**config.mk**
```make
export PLATFORM = sky130hd
export DESIGN_NAME = keyed_entry_table
export DESIGN_NICKNAME = d
export VERILOG_FILES = /design/src/hdl/ket_pkg.sv /design/src/hdl/ket_ram.sv /design/src/hdl/ket_ctrl.sv /design/src/hdl/ket_dp.sv /design/src/hdl/keyed_entry_table.sv
export SDC_FILE = /design/constraint.sdc
export NUM_CORES = 1
export LEC_CHECK = 0
export ABC_CLOCK_PERIOD_IN_PS = 12800
export BUFFER_PORTS_ARGS = -buffer_cell sky130_fd_sc_hd__buf_4
export CAP_MARGIN = 20
export CORE_MARGIN = 8
export CORE_UTILIZATION = 25
export CTS_CLUSTER_DIAMETER = 40
export DETAILED_ROUTE_END_ITERATION = 7
export GPL_TIMING_DRIVEN = 0
export SYNTH_ARGS = -nofsm -noshare
export SYNTH_HDL_FRONTEND = slang
export SYNTH_SLANG_ARGS = --single-unit
```
**constraint.sdc**
```tcl
create_clock -name clk_i -period 12.8 [get_ports clk_i]
set_clock_uncertainty 0.15 [all_clocks]
set_input_delay 0 -clock clk_i [delete_from_list [all_inputs] [get_ports clk_i]]
set_output_delay 0 -clock clk_i [all_outputs]
set_load 0.02 [all_outputs]
```
**src/hdl/ket_pkg.sv**
```systemverilog
// Shared types and constants for the keyed entry table.
package ket_pkg;

  localparam int unsigned CFG_W    = 5;
  localparam int unsigned COUNT_W  = 5;
  localparam logic [CFG_W-1:0] CAP_RESET = 5'd16;

  typedef enum logic [1:0] {
    REQ_ADD = 2'd0,
    REQ_DEL = 2'd1,
    REQ_GET = 2'd2,
    REQ_UPD = 2'd3
  } ket_req_e;

  typedef enum logic [2:0] {
    ST_OK       = 3'd0,
    ST_FULL     = 3'd1,
    ST_ADD_DUP  = 3'd2,
    ST_DEL_MISS = 3'd3,
    ST_GET_MISS = 3'd4,
    ST_UPD_DUP  = 3'd5,
    ST_UPD_MISS = 3'd6
  } ket_status_e;

  // Commands from the controller to the datapath.
  typedef struct packed {
    logic load;     // capture a new request and reset the walk
    logic walk;     // step the read pointer through the live entries
    logic commit;   // decide the outcome, write one entry on a successful add or update
    logic shift;    // walk moves entries down one place instead of comparing
    logic shrink;   // drop one live entry at the end of a shift
    logic publish;  // copy the result into the output register
  } ket_cmd_t;

  // Status from the datapath to the controller.
  typedef struct packed {
    logic walk_done;  // the walk has read and processed the last live entry
    logic do_shift;   // the request is a delete that found its key
  } ket_stat_t;

endpackage

```
**src/hdl/ket_ram.sv**
```systemverilog
// Generic single-write, single-read RAM with registered read data.
module ket_ram #(
  parameter int unsigned WIDTH = 16,
  parameter int unsigned DEPTH = 16
) (
  input  logic                                  clk_i,
  input  logic                                  we_i,
  input  logic [(DEPTH > 1 ? $clog2(DEPTH) : 1)-1:0] waddr_i,
  input  logic [WIDTH-1:0]                      wdata_i,
  input  logic                                  re_i,
  input  logic [(DEPTH > 1 ? $clog2(DEPTH) : 1)-1:0] raddr_i,
  output logic [WIDTH-1:0]                      rdata_o
);

  logic [WIDTH-1:0] mem_q [DEPTH];
  logic [WIDTH-1:0] rdata_q;

  always_ff @(posedge clk_i) begin
    if (we_i) begin
      mem_q[waddr_i] <= wdata_i;
    end
    if (re_i) begin
      rdata_q <= mem_q[raddr_i];
    end
  end

  assign rdata_o = rdata_q;

endmodule

```
**src/hdl/ket_ctrl.sv**
```systemverilog
// Request sequencer of the keyed entry table: scan, commit, shift, publish.
module ket_ctrl import ket_pkg::*; (
  input  logic      clk_i,
  input  logic      rst_ni,
  input  logic      in_valid_i,
  output logic      in_stall_o,
  output logic      out_valid_o,
  input  logic      out_stall_i,
  input  ket_stat_t stat_i,
  output ket_cmd_t  cmd_o
);

  typedef enum logic [2:0] {
    S_IDLE,
    S_SCAN,
    S_COMMIT,
    S_SHIFT,
    S_FINISH
  } state_e;

  state_e state_q;
  logic   out_valid_q;
  logic   out_free;

  assign out_free = !out_valid_q || !out_stall_i;

  always_comb begin
    cmd_o = '0;
    unique case (state_q)
      S_IDLE:   cmd_o.load = in_valid_i;
      S_SCAN:   cmd_o.walk = 1'b1;
      S_COMMIT: cmd_o.commit = 1'b1;
      S_SHIFT: begin
        cmd_o.walk   = 1'b1;
        cmd_o.shift  = 1'b1;
        cmd_o.shrink = stat_i.walk_done;
      end
      S_FINISH: cmd_o.publish = out_free;
      default:  cmd_o = '0;
    endcase
  end

  always_ff @(posedge clk_i or negedge rst_ni) begin
    if (!rst_ni) begin
      state_q     <= S_IDLE;
      out_valid_q <= 1'b0;
    end else begin
      // A new result replaces one that is taken in the same cycle.
      priority if ((state_q == S_FINISH) && out_free) begin
        out_valid_q <= 1'b1;
      end else if (out_valid_q && !out_stall_i) begin
        out_valid_q <= 1'b0;
      end
      unique case (state_q)
        S_IDLE: begin
          if (in_valid_i) begin
            state_q <= S_SCAN;
          end
        end
        S_SCAN: begin
          if (stat_i.walk_done) begin
            state_q <= S_COMMIT;
          end
        end
        S_COMMIT: begin
          state_q <= stat_i.do_shift ? S_SHIFT : S_FINISH;
        end
        S_SHIFT: begin
          if (stat_i.walk_done) begin
            state_q <= S_FINISH;
          end
        end
        S_FINISH: begin
          if (out_free) begin
            state_q <= S_IDLE;
          end
        end
        default: state_q <= S_IDLE;
      endcase
    end
  end

  assign in_stall_o  = (state_q != S_IDLE);
  assign out_valid_o = out_valid_q;

endmodule

```
**src/hdl/ket_dp.sv**
```systemverilog
// Datapath of the keyed entry table: stores, read walk, compare and result registers.
module ket_dp import ket_pkg::*; #(
  parameter int unsigned DEPTH         = 16,
  parameter int unsigned KEY_WIDTH     = 16,
  parameter int unsigned PAYLOAD_WIDTH = 64
) (
  input  logic                     clk_i,
  input  logic                     rst_ni,
  input  ket_cmd_t                 cmd_i,
  output ket_stat_t                stat_o,
  input  logic                     cfg_we_i,
  input  logic [CFG_W-1:0]         cfg_data_i,
  input  logic [1:0]               req_type_i,
  input  logic [KEY_WIDTH-1:0]     lookup_key_i,
  input  logic [KEY_WIDTH-1:0]     replacement_key_i,
  input  logic [PAYLOAD_WIDTH-1:0] entry_payload_i,
  output logic [2:0]               status_o,
  output logic [PAYLOAD_WIDTH-1:0] found_payload_o,
  output logic [COUNT_W-1:0]       entry_count_o
);

  localparam int unsigned IW   = (DEPTH > 1) ? $clog2(DEPTH) : 1;
  localparam int unsigned CW   = $clog2(DEPTH + 1);
  localparam int unsigned CMPW = (CW > CFG_W) ? CW : CFG_W;

  // Control state.
  logic [CFG_W-1:0] cap_q;
  logic [CW-1:0]    live_q, live_d;
  logic [CW-1:0]    ptr_q, ptr_d;
  logic             cmp_vld_q;
  logic             hit_q, dup_q;

  // Request and result payload.
  ket_req_e           req_q;
  logic [KEY_WIDTH-1:0]     key_q, new_key_q;
  logic [PAYLOAD_WIDTH-1:0] pay_q, found_pay_q;
  logic [IW-1:0]            cmp_idx_q, slot_q;
  ket_status_e              res_status_q, out_status_q;
  logic [PAYLOAD_WIDTH-1:0] res_found_q, out_found_q;
  logic [COUNT_W-1:0]       out_count_q;

  // Store ports.
  logic                     rd_en, wr_en;
  logic [IW-1:0]            wr_addr;
  logic [KEY_WIDTH-1:0]     wr_key, rd_key;
  logic [PAYLOAD_WIDTH-1:0] wr_pay, rd_pay;

  logic        full, match_key, match_new, is_slot, dup_set;
  logic        commit_wr, shift_wr, add_ok;
  ket_status_e status_d;

  assign full = (CMPW'(live_q) >= CMPW'(cap_q)) || (live_q >= CW'(DEPTH));

  assign rd_en     = cmd_i.walk && (ptr_q < live_q);
  assign match_key = (rd_key == key_q);
  assign match_new = (rd_key == new_key_q);
  assign is_slot   = cmp_vld_q && !cmd_i.shift && match_key && !hit_q;
  assign dup_set   = cmp_vld_q && !cmd_i.shift && match_new && !(match_key && !hit_q);

  assign stat_o.walk_done = (ptr_q >= live_q) && !cmp_vld_q;
  assign stat_o.do_shift  = (req_q == REQ_DEL) && hit_q;

  always_comb begin
    status_d = ST_OK;
    unique case (req_q)
      REQ_ADD: begin
        priority if (full) begin
          status_d = ST_FULL;
        end else if (hit_q) begin
          status_d = ST_ADD_DUP;
        end
      end
      REQ_DEL: status_d = hit_q ? ST_OK : ST_DEL_MISS;
      REQ_GET: status_d = hit_q ? ST_OK : ST_GET_MISS;
      REQ_UPD: begin
        priority if (!hit_q) begin
          status_d = ST_UPD_MISS;
        end else if (dup_q) begin
          status_d = ST_UPD_DUP;
        end
      end
      default: status_d = ST_OK;
    endcase
  end

  assign add_ok    = (req_q == REQ_ADD) && !full && !hit_q;
  assign commit_wr = cmd_i.commit && (add_ok || ((req_q == REQ_UPD) && hit_q && !dup_q));
  assign shift_wr  = cmd_i.shift && cmp_vld_q;
  assign wr_en     = commit_wr || shift_wr;

  always_comb begin
    if (shift_wr) begin
      wr_addr = IW'(cmp_idx_q - IW'(1));
      wr_key  = rd_key;
      wr_pay  = rd_pay;
    end else begin
      wr_addr = add_ok ? live_q[IW-1:0] : slot_q;
      wr_key  = add_ok ? key_q : new_key_q;
      wr_pay  = pay_q;
    end
  end

  always_comb begin
    live_d = live_q;
    if (cmd_i.commit && add_ok) begin
      live_d = live_q + CW'(1);
    end else if (cmd_i.shrink) begin
      live_d = live_q - CW'(1);
    end
  end

  always_comb begin
    ptr_d = ptr_q;
    if (cmd_i.load) begin
      ptr_d = '0;
    end else if (cmd_i.commit) begin
      ptr_d = CW'(slot_q) + CW'(1);
    end else if (rd_en) begin
      ptr_d = ptr_q + CW'(1);
    end
  end

  always_ff @(posedge clk_i or negedge rst_ni) begin
    if (!rst_ni) begin
      cap_q     <= CAP_RESET;
      live_q    <= '0;
      ptr_q     <= '0;
      cmp_vld_q <= 1'b0;
      hit_q     <= 1'b0;
      dup_q     <= 1'b0;
    end else begin
      if (cfg_we_i) begin
        cap_q <= cfg_data_i;
      end
      live_q    <= live_d;
      ptr_q     <= ptr_d;
      cmp_vld_q <= rd_en;
      if (cmd_i.load) begin
        hit_q <= 1'b0;
        dup_q <= 1'b0;
      end else begin
        if (is_slot) begin
          hit_q <= 1'b1;
        end
        if (dup_set) begin
          dup_q <= 1'b1;
        end
      end
    end
  end

  always_ff @(posedge clk_i) begin
    if (cmd_i.load) begin
      req_q     <= ket_req_e'(req_type_i);
      key_q     <= lookup_key_i;
      new_key_q <= replacement_key_i;
      pay_q     <= entry_payload_i;
    end
    if (rd_en) begin
      cmp_idx_q <= ptr_q[IW-1:0];
    end
    if (is_slot) begin
      slot_q      <= cmp_idx_q;
      found_pay_q <= rd_pay;
    end
    if (cmd_i.commit) begin
      res_status_q <= status_d;
      res_found_q  <= ((req_q == REQ_GET) && hit_q) ? found_pay_q : '0;
    end
    if (cmd_i.publish) begin
      out_status_q <= res_status_q;
      out_found_q  <= res_found_q;
      out_count_q  <= COUNT_W'(live_q);
    end
  end

  ket_ram #(
    .WIDTH (KEY_WIDTH),
    .DEPTH (DEPTH)
  ) u_key_ram (
    .clk_i   (clk_i),
    .we_i    (wr_en),
    .waddr_i (wr_addr),
    .wdata_i (wr_key),
    .re_i    (rd_en),
    .raddr_i (ptr_q[IW-1:0]),
    .rdata_o (rd_key)
  );

  ket_ram #(
    .WIDTH (PAYLOAD_WIDTH),
    .DEPTH (DEPTH)
  ) u_payload_ram (
    .clk_i   (clk_i),
    .we_i    (wr_en),
    .waddr_i (wr_addr),
    .wdata_i (wr_pay),
    .re_i    (rd_en),
    .raddr_i (ptr_q[IW-1:0]),
    .rdata_o (rd_pay)
  );

  assign status_o        = out_status_q;
  assign found_payload_o = out_found_q;
  assign entry_count_o   = out_count_q;

endmodule

```
**src/hdl/keyed_entry_table.sv**
```systemverilog
// Top level of the keyed entry table: a searched key/payload table with four requests.
//
//   Channel   Handshake                   Payload
//   --------  --------------------------  -------------------------------------------------
//   in        in_valid_i / in_stall_o     req_type_i, lookup_key_i, replacement_key_i,
//                                         entry_payload_i
//   out       out_valid_o / out_stall_i   status_o, found_payload_o, entry_count_o
//   cfg       cfg_valid_i / cfg_ready_o   cfg_data_i (capacity limit)
//
// After a request is accepted, the read walk through the key and payload memories visits
// one live entry per cycle through their single read port, then the commit step decides the
// outcome and the finish step publishes it. A delete that hits then walks again through the
// same port and moves each entry above the removed one down one place. The next request is
// taken in the idle state that follows the publish step.
// Reset clears the live entry count and sets the capacity limit to 16; the memories themselves
// are not cleared, since only live entries are ever read.
// One request is worked on at a time. A finished result sits in the output register while
// the next request is taken and searched; that request only waits at its publish step if
// the previous result has still not been taken.
module keyed_entry_table import ket_pkg::*; #(
  parameter int unsigned DEPTH         = 16,
  parameter int unsigned KEY_WIDTH     = 16,
  parameter int unsigned PAYLOAD_WIDTH = 64
) (
  input  logic                     clk_i,
  input  logic                     rst_ni,
  // Request channel.
  input  logic                     in_valid_i,
  output logic                     in_stall_o,
  input  logic [1:0]               req_type_i,
  input  logic [KEY_WIDTH-1:0]     lookup_key_i,
  input  logic [KEY_WIDTH-1:0]     replacement_key_i,
  input  logic [PAYLOAD_WIDTH-1:0] entry_payload_i,
  // Result channel.
  output logic                     out_valid_o,
  input  logic                     out_stall_i,
  output logic [2:0]               status_o,
  output logic [PAYLOAD_WIDTH-1:0] found_payload_o,
  output logic [COUNT_W-1:0]       entry_count_o,
  // Capacity limit write channel.
  input  logic                     cfg_valid_i,
  output logic                     cfg_ready_o,
  input  logic [CFG_W-1:0]         cfg_data_i
);

  ket_cmd_t  cmd;
  ket_stat_t stat;

  // Capacity writes are always accepted; the user must write only while idle (unchecked).
  assign cfg_ready_o = 1'b1;

  // The controller walks each request through scan, commit, an optional shift and publish.
  ket_ctrl u_ctrl (
    .clk_i       (clk_i),
    .rst_ni      (rst_ni),
    .in_valid_i  (in_valid_i),
    .in_stall_o  (in_stall_o),
    .out_valid_o (out_valid_o),
    .out_stall_i (out_stall_i),
    .stat_i      (stat),
    .cmd_o       (cmd)
  );

  // The datapath holds the stores, the live count, the compare stage and the result.
  ket_dp #(
    .DEPTH         (DEPTH),
    .KEY_WIDTH     (KEY_WIDTH),
    .PAYLOAD_WIDTH (PAYLOAD_WIDTH)
  ) u_dp (
    .clk_i             (clk_i),
    .rst_ni            (rst_ni),
    .cmd_i             (cmd),
    .stat_o            (stat),
    .cfg_we_i          (cfg_valid_i && cfg_ready_o),
    .cfg_data_i        (cfg_data_i),
    .req_type_i        (req_type_i),
    .lookup_key_i      (lookup_key_i),
    .replacement_key_i (replacement_key_i),
    .entry_payload_i   (entry_payload_i),
    .status_o          (status_o),
    .found_payload_o   (found_payload_o),
    .entry_count_o     (entry_count_o)
  );

endmodule
```
==> flow_metrics.env <==
export IMPL_num_io_pins=183
export IMPL_fin_cells=7055
export IMPL_fp_coreArea_mm2=0.2514
export IMPL_drt_wl_total_mm=163.4
export IMPL_cp_arrival_ps=5090
export IMPL_fin_area_mm2=0.07985
export IMPL_slowest_stage="nor3b_2"
export IMPL_path_cells="inv_1, ha_1, nor2b_1, o21ai_1, a311oi_4, buf_4, o221ai_1, nor3b_2, buf_6, buf_6, buf_6, buf_6, buf_6"
export IMPL_portBuffers=180
export IMPL_cp_end_kind="register"
export IMPL_syn_num_nets=2887
export IMPL_vias=30790
export IMPL_path_class="register to register"
export IMPL_grt_remaining_overflow=0
export IMPL_syn_area_mm2=0.06323
export IMPL_ant_nets=0
export IMPL_relSlewSlack_pct=24.22
export IMPL_cts_sink_count=1691
export IMPL_maxSlewViolCount=0
export IMPL_grt_max_degree=69
export IMPL_crit_top_cell="buf_6"
export IMPL_layout_setup_ws_ps=8068
export IMPL_seq_area_frac_synth_pct=80.13
export IMPL_cts_tree="built"
export IMPL_power_density_mw_per_mm2=204.2
export IMPL_worstHoldPathType="input pin to asynchronous set/reset pin"
export IMPL_synth_largest_area_cell="edfxtp_1"
export IMPL_p_leak_nw=25.59
export IMPL_async_reset_ff_share_pct=1.301
export IMPL_gp_congestion=0.7115
export IMPL_path_max_fanout=10
export IMPL_die_x_um=518.9
export IMPL_finalSetupTns_ps=0
export IMPL_ys_warnings_count=0
export IMPL_dpl_instance_area_mm2=0.07137
export IMPL_ir_worst_vdd_mv=0.2083
export IMPL_crit_buf_inv=7
export IMPL_syn_avg_cell_area_um2=22.88
export IMPL_antenna_found_initial=10
export IMPL_clk_pin_slew_ps=60
export IMPL_die_area_mm2=0.2693
export IMPL_synth_distinct_cells=54
export IMPL_fillers=23850
export IMPL_ys_seq_elements=1691
export IMPL_worst_slew_pin_slew_ps=1129
export IMPL_grtUsageTotal_pct=11.84
export IMPL_detailed_place_hpwl_mm=111.2
export IMPL_cts_buffers=189
export IMPL_power_total_mw=16.31
export IMPL_vias_per_cell=4.364
export IMPL_synth_cells=2763
export IMPL_cp_required_ps=13160
export IMPL_synth_top_area_share_pct=79.26
export IMPL_min_period_over_period_pct=36.97
export IMPL_clkLatencyLatePin_ps=800
export IMPL_htreeDepth=4
export IMPL_grt_pass1_vias=31970
export IMPL_drt_iter0_drc=3159
export IMPL_rsz0062_at_grt="no"
export IMPL_outcome="complete, no violations"
export IMPL_place_inst=6474
export IMPL_max_cap_violations=0
export IMPL_nets=3670
export IMPL_yosys_top_cells_area="edfxtp_1 (79%), mux4_2 (14%), nand2_1 (1.4%)"
export IMPL_hold_viol_final=0
export IMPL_synth_edf_count=1669
export IMPL_clockBufferDepth=3
export IMPL_r2r_slack_ps=8070
export IMPL_row_count=184
export IMPL_start_kind="register"
export IMPL_path_delay_family="buffers and inverters"
export IMPL_initial_utilization_pct=25.15
export IMPL_period_needed_ps=4732
export IMPL_wl_per_cell_um=23.16
export IMPL_ys_flop_type="edfxtp_1"
export IMPL_firstDrtPassIters=5
export IMPL_post_cts_buffers=0
export IMPL_fmax_mhz=211.3
export IMPL_max_stage_delay_ps=770
export IMPL_grt_pass1_wl_mm=233.7
export IMPL_root_buffer="clkbuf_16"
export IMPL_drc=0
export IMPL_drive_above_1_share_pct=30.51
export IMPL_setup_viol=0
export IMPL_syn_to_final_growth_pct=26.28
export IMPL_place_ws_ps=8146
export IMPL_die_h_um=518.9
==> repair_timing <==
item / CTS / global route
hold buffers: 223 / 0
resized for setup: 0 / 0
endpoints found under the hold margin: 237 / 0
endpoints found under the setup margin: 0 / 0
==> final timing paths <==
kind	end	depth (start not counted)	from
setup / recovery	u_dp.u_payload_ram.mem_q[7][37]	13	u_dp.live_q[0]
hold / removal	u_dp.cap_q[3]	4	rst_ni
setup reg to reg	u_dp.u_payload_ram.mem_q[7][37]	13	u_dp.live_q[0]
hold reg to reg	u_dp.found_payload_o[4]	0	u_dp.res_found_q[4]
max in group asynchronous	u_dp.cap_q[4]	4	rst_ni
min in group clk_i	u_dp.entry_count_o[4]	3	out_stall_i
==> report_power, final <==
part	internal [mW]	leakage, nW	switching, mW
Clock	3.08	2.99	2.24
Sequential	6.98	15.4	0.225
Combinational	1.60	7.20	2.18
==> kinds of logic (layout without fill, tap and decap cells) <==
group                      Yosys count  after routing  synth area share [%]
DFF                               1691           1691                 80.13
other                                1              8              0.005931
buffers and inverters              146           1083                0.9755
adders and majority gates           16             16                0.3285
AOI/OAI and AO/OA                   69             69                0.6748
and+or+nand+nor                    375            375                 2.681
muxes                              424            424                 14.63
xor gates and xnor gates            41             41                0.5679
==> registers in the layout, summed over array words and instances (netlist names), 2 cells and up <==
signal / flops
u_dp.status_o: 3
u_dp.req_q: 2
u_dp.u_payload_ram.mem_q: 1024
u_dp.u_key_ram.rdata_o: 16
u_dp.key_q: 16
u_dp.found_pay_q: 64
u_dp.u_payload_ram.rdata_o: 64
u_dp.found_payload_o: 64
u_dp.cap_q: 5
u_dp.res_status_q: 3
u_dp.slot_q: 4
u_dp.pay_q: 64
u_dp.res_found_q: 64
u_dp.entry_count_o: 5
u_ctrl.state_q: 3
u_dp.live_q: 5
u_dp.ptr_q: 5
u_dp.cmp_idx_q: 4
u_dp.u_key_ram.mem_q: 256
u_dp.new_key_q: 16
==> area by class of cell <==
| cell class | count | area, um^2 | area share, % |
|---|---|---|---|
| Antenna cell | 7 | 17.52 | 0.02194 |
| Buffer | 127 | 553.0 | 0.6926 |
| Clock buffer | 224 | 4946 | 6.194 |
| Clock inverter | 121 | 1212 | 1.518 |
| Inverter | 19 | 76.32 | 0.09558 |
| Multi-Input combinational cell | 926 | 12060 | 15.10 |
| Sequential cell | 1691 | 50670 | 63.46 |
| Tap cell | 3348 | 4189 | 5.246 |
| Timing Repair Buffer | 592 | 6126 | 7.672 |
==> routing by layer <==
layer | vias up | global-route usage [%] | wire [um]
met3 | 201 | 2.248 | 10870
met5 | - | 0 | 0
met1 | 16370 | 16.47 | 71800
met2 | 1146 | 19.22 | 77750
li1 | 13080 | - | -
met4 | 0 | 2.836 | 2984
==> synthesized netlist by cell type (17+ instances only) <==
cell,instances
nand2_1,242
clkbuf_1,81
and2_1,65
dfrtp_1,21
nor2_1,21
inv_1,17
mux2i_1,22
buf_2,31
mux4_2,400
o21ai_0,20
edfxtp_1,1669
xor2_1,26
==> worst min-delay path, delay by kind of cell <==
family	cells	cell delay [ps]
buffers and inverters	4	1370
==> stage by stage <==
step | util (%) | hold WS (ps)
6_report | 31.76 | 112.5
5_1_grt | 31.76 | 90.43
4_1_cts | 31.73 | 15.67
3_5_place_dp | 28.39 | -226.9
3_3_place_gp | 27.36 | -237.7
2_1_floorplan | - | -445.6
==> cell usage in the layout (no fill, tap or decap), types with 4 or more instances in the layout <==
cell type / instances
diode_2: 7
clkinv_2: 32
buf_6: 133
ha_1: 15
and2_1: 65
nor3_1: 4
buf_2: 36
buf_4: 187
mux2i_1: 22
buf_1: 10
buf_8: 19
dlygate4sd3_1: 222
nor2_4: 6
bufinv_16: 14
edfxtp_1: 1669
xnor2_1: 15
nor3b_2: 8
nor3_2: 4
nor4_1: 6
inv_1: 16
nand3_1: 5
a21oi_1: 14
clkinv_1: 22
buf_16: 16
xor2_1: 26
clkinv_4: 10
o21ai_0: 19
clkbuf_16: 193
nor2_1: 15
inv_8: 6
nand2_1: 242
dfrtp_1: 21
o21ai_1: 13
mux4_2: 400
inv_6: 19
clkinvlp_4: 13
nand4_1: 5
buf_12: 15
clkbuf_1: 110
(Power assumes the default switching activity.)
